[config.mk]
export PLATFORM = sky130hd
export DESIGN_NAME = point_in_polygon_test_unit
export DESIGN_NICKNAME = d
export VERILOG_FILES = /design/src/hdl/pip_pkg.sv /design/src/hdl/point_in_polygon_test_unit.sv /design/src/hdl/pip_vertex_store.sv /design/src/hdl/pip_edge_unit.sv
export SDC_FILE = /design/constraint.sdc
export NUM_CORES = 2
export LEC_CHECK = 0
export BUFFER_PORTS_ARGS = -buffer_cell sky130_fd_sc_hd__buf_2
export CAP_MARGIN = 30
export CORE_ASPECT_RATIO = 2
export CORE_MARGIN = 4
export CORE_UTILIZATION = 40
export DETAILED_ROUTE_END_ITERATION = 12
export PLACE_DENSITY = 0.5
export SETUP_SLACK_MARGIN = 0.2
export SKIP_LAST_GASP = 1
export SYNTH_ARGS = -nofsm -noshare
export SYNTH_HDL_FRONTEND = slang
export SYNTH_SLANG_ARGS = --single-unit
[constraint.sdc]
create_clock -name i_clk -period 15.9 [get_ports i_clk]
set_clock_uncertainty 0.1 [all_clocks]
set_input_delay 1.59 -clock i_clk [delete_from_list [all_inputs] [get_ports i_clk]]
set_output_delay 1.59 -clock i_clk [all_outputs]
set_load 0.01 [all_outputs]
[src/hdl/pip_pkg.sv]
// Shared types for the point-in-polygon test unit.
// Used by pip_edge_unit and point_in_polygon_test_unit; no dependencies.
`timescale 1ns / 1ps

package pip_pkg;

    typedef enum logic [1:0] {
        ST_IDLE,
        ST_WALK,
        ST_DRAIN
    } t_state;

    // sequencer -> edge unit, one vertex read result per cycle
    typedef struct packed {
        logic clear;   // start of a query: reset crossing parity
        logic vld;     // read data valid this cycle
        logic first;   // read data is the closing vertex (j = n-1)
    } t_edge_ctl;

    // edge unit -> sequencer
    typedef struct packed {
        logic busy;    // edges still in flight
        logic odd;     // crossing parity so far
    } t_edge_sts;

    localparam logic OP_LOAD  = 1'b0;
    localparam logic OP_QUERY = 1'b1;

endpackage

[src/hdl/point_in_polygon_test_unit.sv]
// Point-in-polygon test unit, top level: sequencer, config register, output.
// Depends on pip_pkg, pip_vertex_store and pip_edge_unit.
//
// Input channel (i_in_valid / o_in_stall): a load transaction (operation 0)
// writes vertex (coord_x, coord_y) to slot vertex_index and gives no result;
// slots at or beyond MAX_VERTICES are dropped. A query transaction
// (operation 1) tests point (coord_x, coord_y) against the first
// vertex_count stored vertices as a closed polygon and gives one inside_res.
// Config channel (i_cfg_valid / o_cfg_ready): writes vertex_count; ready is
// always high. Counts above MAX_VERTICES are used as MAX_VERTICES.
// Sequencing: a load is accepted while the sequencer is idle. A query reads the
// store once per cycle, closing vertex first, then vertices 0 .. n-1 (n =
// clamped count; none for n = 0); the input stalls until the result is loaded
// into the output register. The single RAM read port sets this read rate.
// Output channel (o_out_valid / i_out_stall): one result register. Loads
// keep flowing while a result waits; a finished query holds in its drain
// step until the result register is free.
// Reset clears the count, sequencer and output valid. Vertex slots are
// undefined until loaded.
`timescale 1ns / 1ps

module point_in_polygon_test_unit
    import pip_pkg::*;
#(
    parameter int MAX_VERTICES = 64,
    parameter int COORD_BITS   = 16
) (
    input  logic                         i_clk,
    input  logic                         i_rst_n,
    input  logic                         i_cfg_valid,
    output logic                         o_cfg_ready,
    input  logic [$clog2(MAX_VERTICES+1)-1:0] i_cfg_data,
    input  logic                         i_in_valid,
    output logic                         o_in_stall,
    input  logic                         i_operation,
    input  logic [$clog2(MAX_VERTICES)-1:0] i_vertex_index,
    input  logic signed [COORD_BITS-1:0] i_coord_x,
    input  logic signed [COORD_BITS-1:0] i_coord_y,
    output logic                         o_out_valid,
    input  logic                         i_out_stall,
    output logic                         o_inside_res
);

    localparam int IW = $clog2(MAX_VERTICES);
    localparam int CW = $clog2(MAX_VERTICES + 1);
    localparam int W  = COORD_BITS;

    t_state r_state, n_state;
    logic [CW-1:0] r_count, r_n, n_n, r_cnt, n_cnt;
    logic signed [W-1:0] r_px, r_py;
    logic r_rd_vld, r_rd_first, r_out_vld, n_out_vld, r_out_inside;

    logic          accept, take_out, wr_en, rd_en, clear, load_out;
    logic [IW-1:0] rd_addr;
    logic [CW-1:0] clamp;
    logic [CW-1:0] rd_idx;
    logic [2*W-1:0] rd_data;
    t_edge_ctl     ctl;
    t_edge_sts     sts;

    assign o_cfg_ready = 1'b1;
    assign o_in_stall  = (r_state != ST_IDLE);
    assign accept      = i_in_valid && !o_in_stall;
    assign take_out    = r_out_vld && !i_out_stall;
    assign wr_en       = accept && (i_operation == OP_LOAD)
                         && ((IW+1)'(i_vertex_index) < (IW+1)'(MAX_VERTICES));
    assign clamp = (r_count > CW'(MAX_VERTICES)) ? CW'(MAX_VERTICES) : r_count;

    always_ff @(posedge i_clk) begin
        if (!i_rst_n) begin
            r_count <= '0;
        end else if (i_cfg_valid && o_cfg_ready) begin
            r_count <= i_cfg_data;
        end
    end

    always_comb begin
        n_state  = r_state;
        n_n      = r_n;
        n_cnt    = r_cnt;
        rd_en    = 1'b0;
        clear    = 1'b0;
        load_out = 1'b0;
        // closing vertex first, then vertices 0 .. n-1
        rd_idx   = (r_cnt == '0) ? r_n - CW'(1) : r_cnt - CW'(1);
        unique case (r_state)
            ST_IDLE: begin
                if (accept && (i_operation == OP_QUERY)) begin
                    clear   = 1'b1;
                    n_n     = clamp;
                    n_cnt   = '0;
                    n_state = (clamp == '0) ? ST_DRAIN : ST_WALK;
                end
            end
            ST_WALK: begin
                rd_en = 1'b1;
                n_cnt = r_cnt + CW'(1);
                if (r_cnt == r_n) begin
                    n_state = ST_DRAIN;
                end
            end
            ST_DRAIN: begin
                if (!r_rd_vld && !sts.busy && (!r_out_vld || !i_out_stall)) begin
                    load_out = 1'b1;
                    n_state  = ST_IDLE;
                end
            end
            default: n_state = ST_IDLE;
        endcase
        n_out_vld = load_out ? 1'b1 : (take_out ? 1'b0 : r_out_vld);
    end

    assign rd_addr = rd_idx[IW-1:0];

    always_ff @(posedge i_clk) begin
        if (!i_rst_n) begin
            r_state    <= ST_IDLE;
            r_rd_vld   <= 1'b0;
            r_out_vld  <= 1'b0;
        end else begin
            r_state    <= n_state;
            r_rd_vld   <= rd_en;
            r_out_vld  <= n_out_vld;
        end
    end

    always_ff @(posedge i_clk) begin
        r_n        <= n_n;
        r_cnt      <= n_cnt;
        r_rd_first <= rd_en && (r_cnt == '0);
        if (accept) begin
            r_px <= i_coord_x;
            r_py <= i_coord_y;
        end
        if (load_out) begin
            r_out_inside <= sts.odd;
        end
    end

    assign ctl.clear = clear;
    assign ctl.vld   = r_rd_vld;
    assign ctl.first = r_rd_first;

    pip_vertex_store #(
        .DEPTH (MAX_VERTICES),
        .AW    (IW),
        .DW    (2 * W)
    ) u_store (
        .i_clk   (i_clk),
        .i_we    (wr_en),
        .i_waddr (i_vertex_index),
        .i_wdata ({i_coord_x, i_coord_y}),
        .i_re    (rd_en),
        .i_raddr (rd_addr),
        .o_rdata (rd_data)
    );

    pip_edge_unit #(
        .W (W)
    ) u_edge (
        .i_clk   (i_clk),
        .i_rst_n (i_rst_n),
        .i_ctl   (ctl),
        .i_vx    (rd_data[2*W-1:W]),
        .i_vy    (rd_data[W-1:0]),
        .i_px    (r_px),
        .i_py    (r_py),
        .o_sts   (sts)
    );

    assign o_out_valid  = r_out_vld;
    assign o_inside_res = r_out_inside;

endmodule

[src/hdl/pip_vertex_store.sv]
// Vertex store: simple dual-port synchronous RAM, one write and one
// registered read port. No dependencies.
`timescale 1ns / 1ps

module pip_vertex_store #(
    parameter int DEPTH = 64,
    parameter int AW    = 6,
    parameter int DW    = 32
) (
    input  logic          i_clk,
    input  logic          i_we,
    input  logic [AW-1:0] i_waddr,
    input  logic [DW-1:0] i_wdata,
    input  logic          i_re,
    input  logic [AW-1:0] i_raddr,
    output logic [DW-1:0] o_rdata
);

    logic [DW-1:0] mem [DEPTH];
    logic [DW-1:0] r_rdata;

    always_ff @(posedge i_clk) begin
        if (i_we) begin
            mem[i_waddr] <= i_wdata;
        end
    end

    always_ff @(posedge i_clk) begin
        if (i_re) begin
            r_rdata <= mem[i_raddr];
        end
    end

    assign o_rdata = r_rdata;

endmodule

[src/hdl/pip_edge_unit.sv]
// Edge crossing pipeline: differences, cross-multiply, compare and toggle.
// Depends on pip_pkg.
`timescale 1ns / 1ps

module pip_edge_unit
    import pip_pkg::*;
#(
    parameter int W = 16
) (
    input  logic                i_clk,
    input  logic                i_rst_n,
    input  t_edge_ctl           i_ctl,
    input  logic signed [W-1:0] i_vx,
    input  logic signed [W-1:0] i_vy,
    input  logic signed [W-1:0] i_px,
    input  logic signed [W-1:0] i_py,
    output t_edge_sts           o_sts
);

    localparam int PW = 2 * W + 2;

    logic signed [W-1:0] r_prev_x, r_prev_y;
    logic signed [W:0]   r_a, r_b, r_d, r_e;
    logic signed [PW-1:0] r_p, r_q;
    logic r_v1, r_s1, r_v2, r_s2, r_inside;

    logic signed [W:0] n_a, n_b, n_d, n_e, dy, ey;
    logic              n_s;

    always_comb begin
        n_a = (W+1)'(i_px) - (W+1)'(i_vx);
        n_b = (W+1)'(r_prev_x) - (W+1)'(i_vx);
        dy  = (W+1)'(r_prev_y) - (W+1)'(i_vy);
        ey  = (W+1)'(i_py) - (W+1)'(i_vy);
        // fold the sign of the y span into e so the compare needs no flip
        if (dy < 0) begin
            n_d = -dy;
            n_e = -ey;
        end else begin
            n_d = dy;
            n_e = ey;
        end
        n_s = (i_vy > i_py) != (r_prev_y > i_py);
    end

    always_ff @(posedge i_clk) begin
        if (!i_rst_n || i_ctl.clear) begin
            r_v1     <= 1'b0;
            r_v2     <= 1'b0;
            r_inside <= 1'b0;
        end else begin
            r_v1 <= i_ctl.vld && !i_ctl.first;
            r_v2 <= r_v1;
            if (r_v2 && r_s2 && (r_p < r_q)) begin
                r_inside <= !r_inside;
            end
        end
    end

    always_ff @(posedge i_clk) begin
        if (i_ctl.vld) begin
            r_prev_x <= i_vx;
            r_prev_y <= i_vy;
            r_a      <= n_a;
            r_b      <= n_b;
            r_d      <= n_d;
            r_e      <= n_e;
            r_s1     <= n_s;
        end
        r_p  <= r_a * r_d;
        r_q  <= r_b * r_e;
        r_s2 <= r_s1;
    end

    assign o_sts.busy = r_v1 || r_v2;
    assign o_sts.odd  = r_inside;

endmodule
==> results.sh <==
export IMPL_status="finished clean"
export IMPL_synth_top_family_by_area="adder cells"
export IMPL_clk_latency_ns=0.87
export IMPL_tightest_slew_ns=1.09
export IMPL_grt_pass1_vias=65100
export IMPL_synth_area_sq_mm=0.113
export IMPL_drive_gt1_share_pct=15.3
export IMPL_htree_levels=4
export IMPL_dieHeight_um=760
export IMPL_setup_tns_ns=0
export IMPL_post_dp_cell_area_sq_mm=0.119
export IMPL_cp_data_arrival_time_ns=7.94
export IMPL_synth_xor_area_share_pct=1.26
export IMPL_crit_chain="nand2_1 -> fa_1 -> fa_1 -> inv_1 -> fa_1 -> fa_1 -> fa_1 -> inv_1 -> fa_1 -> inv_1 -> ha_1 -> and3_1 -> a221o_1 -> a21oi_1 -> o21a_1 -> a21oi_1 -> o41ai_1 -> a21boi_0 -> o311ai_0 -> o311ai_1"
export IMPL_nets=7953
export IMPL_start_kind="flip-flop"
export IMPL_post_route_drc_count=0
export IMPL_reg2reg_from="u_edge.r_e[3]"
export IMPL_muxShareOfSynthArea_pct=11.5
export IMPL_postRouteWirelength_mm=320
export IMPL_yosys_area_share_adder_pct=13.7
export IMPL_synth_edf_count=2228
export IMPL_die_w_um=384
export IMPL_cts_buffers=209
export IMPL_die_area_sq_mm=0.292
export IMPL_avgSynthCellArea_sq_um=16.4
export IMPL_postCtsResizedCells=0
export IMPL_fin_crit_ns=7.32
export IMPL_firstDrtPassIters=7
export IMPL_hold_path_class="flip-flop to flip-flop"
export IMPL_crit_required_ns=16.52
export IMPL_synth_compound_area_share_pct=4.02
export IMPL_start_util_pct=40.1
export IMPL_cp_max_fo=17
export IMPL_ant_nets=0
export IMPL_syn_inst=6895
export IMPL_syn_to_final_growth_pct=10.7
export IMPL_fmax_mhz=137
export IMPL_cp_num_buf_inv=3
export IMPL_crit_family="adder cells"
export IMPL_synth_simple_area_share_pct=5.20
export IMPL_crit_path_top_delay_cell="edfxtp_1"
export IMPL_maxCapViolations=0
export IMPL_fin_crit_sh_pct=46.0
export IMPL_cpPeakStageDelay_ns=0.91
export IMPL_ys_seq_area_share_pct=60.6
export IMPL_ys_warn_count=0
export IMPL_cp_startpoint="u_edge.r_e[3]"
export IMPL_clockRootBuffer="clkbuf_16"
export IMPL_final_cell_area_sq_mm=0.125
export IMPL_cts_setup_buffers=0
export IMPL_avgViaCountPerCell=5.44
export IMPL_track_usage_pct=21.9
export IMPL_utilization_pct=44.4
export IMPL_critical_path_class="flip-flop to flip-flop"
export IMPL_clk_pin_slew_ns=0.08
export IMPL_io_pins=55
export IMPL_hold_start="u_edge.r_s1"
export IMPL_fin_ws_ns=8.58
export IMPL_cts_sinks=2312
export IMPL_finalMaxSlewViolations=0
export IMPL_io_buffers=53
export IMPL_grt_max_degree=110
export IMPL_synth_async_reset_ratio_pct=0
export IMPL_r2r_slack_ns=8.58
export IMPL_relSlewSlack_pct=26.4
export IMPL_yosys_cell_types_count=79
export IMPL_endpoint_kind="flip-flop"
export IMPL_wl_per_cell_um=29.3
export IMPL_ys_ff_latch=2312
export IMPL_place_hpwl_mm=211
export IMPL_grt_overflow=0
export IMPL_core_area_sq_mm=0.282
export IMPL_num_vias=59500
export IMPL_syn_nets=7830
export IMPL_place_gp_congestion=0.885
export IMPL_clockBufferDepth=4
export IMPL_rsz0062_at_grt="no"
export IMPL_critical_path_most_common_cell="fa_1"
export IMPL_grt_pass1_wl_mm=460
export IMPL_post_place_ws_ns=8.59
export IMPL_synth_flop_cell="edfxtp_1"
export IMPL_antenna_found_initial=27
export IMPL_drt_iter0_drc=4163
export IMPL_rows=276
export IMPL_cts_hold_fix_buffers=0
export IMPL_finalSetupViolations=0
export IMPL_cts_tree="done"
export IMPL_hold_violations=0
[state kept, by name, indices dropped and copies added (netlist names), 2 cells and up]
register / flops
r_py: 16
r_count: 7
r_cnt: 7
u_edge.r_b: 17
u_edge.r_p: 34
r_px: 16
u_edge.r_a: 17
u_store.o_rdata: 32
u_edge.r_prev_y: 16
u_edge.r_q: 34
r_n: 7
r_state: 2
u_edge.r_e: 17
u_edge.r_d: 17
u_edge.r_prev_x: 16
u_store.mem: 2048
[synthesized netlist by cell type, types with 37 or more instances]
master	count	area share, %
and2_1	297	1.6
inv_1	728	2.4
mux4_2	505	10
ha_1	288	3.2
o21ai_0	58	0.26
mux2i_1	159	1.4
a21o_1	40	0.27
buf_4	46	0.30
fa_1	596	11
nor2_1	164	0.54
a21oi_1	209	0.92
nor2b_1	152	0.84
a211oi_1	216	1.4
nand2_1	362	1.2
nor3_1	37	0.16
dfxtp_1	84	1.5
edfxtp_1	2228	59
xnor2_1	122	0.94
clkbuf_1	197	0.65
[path summary, 6_finish.rpt]
check                   endpoint  cells after the start
hold / removal       u_edge.r_s2                      0
setup / recovery  u_edge.r_q[32]                     20
setup reg to reg  u_edge.r_q[32]                     20
hold reg to reg      u_edge.r_s2                      0
[through the flow]
stage / std cells / hold slack, ns
5_1_grt: 10900 / 0.278
4_1_cts: 10900 / 0.281
3_3_place_gp: 10500 / 0.228
2_1_floorplan: 6895 / 0.223
6_report: 10900 / 0.281
3_5_place_dp: 10600 / 0.257
[worst register-to-register path, stage by stage, from the launching register on]
cell      delay [ns]
edfxtp_1        0.91
nand2_1         0.26
fa_1            0.54
fa_1            0.58
inv_1           0.07
fa_1            0.48
fa_1            0.50
fa_1            0.50
inv_1           0.05
fa_1            0.48
inv_1           0.05
ha_1            0.30
and3_1          0.26
a221o_1         0.46
a21oi_1         0.25
o21a_1          0.13
a21oi_1         0.10
o41ai_1         0.35
a21boi_0        0.24
o311ai_0        0.38
o311ai_1        0.16
[kinds of logic after synthesis]
logic type,Yosys count
compound gates,684
xor+xnor,160
fa+ha+maj,884
buf+inv,1031
flops,2312
mux,667
other cells,1
simple gates,1156
[layout by cell type (no fill, tap or decap), drive strengths merged, types with 210 or more instances in the layout]
cell,netlist,routed
edfxtp,2228,2228
inv,728,739
fa,596,596
mux4,505,505
nand2,362,362
and2,297,297
ha,288,288
clkbuf,198,256
a211oi,216,216
buf,105,215
a21oi,210,210
[per-layer routing]
| metal | up-vias | wire length (um) | GRT usage (%) |
|---|---|---|---|
| li1 | 25700 | - | - |
| met1 | 32000 | 106000 | 22.4 |
| met2 | 1275 | 188000 | 44.2 |
| met3 | 563 | 10200 | 2.04 |
| met4 | 6 | 16300 | 9.41 |
| met5 | - | 35 | 0 |
[layout make-up]
| cell class | count | area, sq um |
|---|---|---|
| clock inverter | 116 | 1200 |
| multi-input combinational | 3552 | 41000 |
| antenna | 8 | 20.0 |
| sequential | 2312 | 68600 |
| tap | 3753 | 4700 |
| fill | 24900 | 157000 |
| inverter | 728 | 2730 |
| clock buffer | 256 | 5450 |
| timing repair buffer | 215 | 1750 |
Power is not shown: default switching activity piles up to over one toggle a cycle in this logic, so the estimate is an artifact.
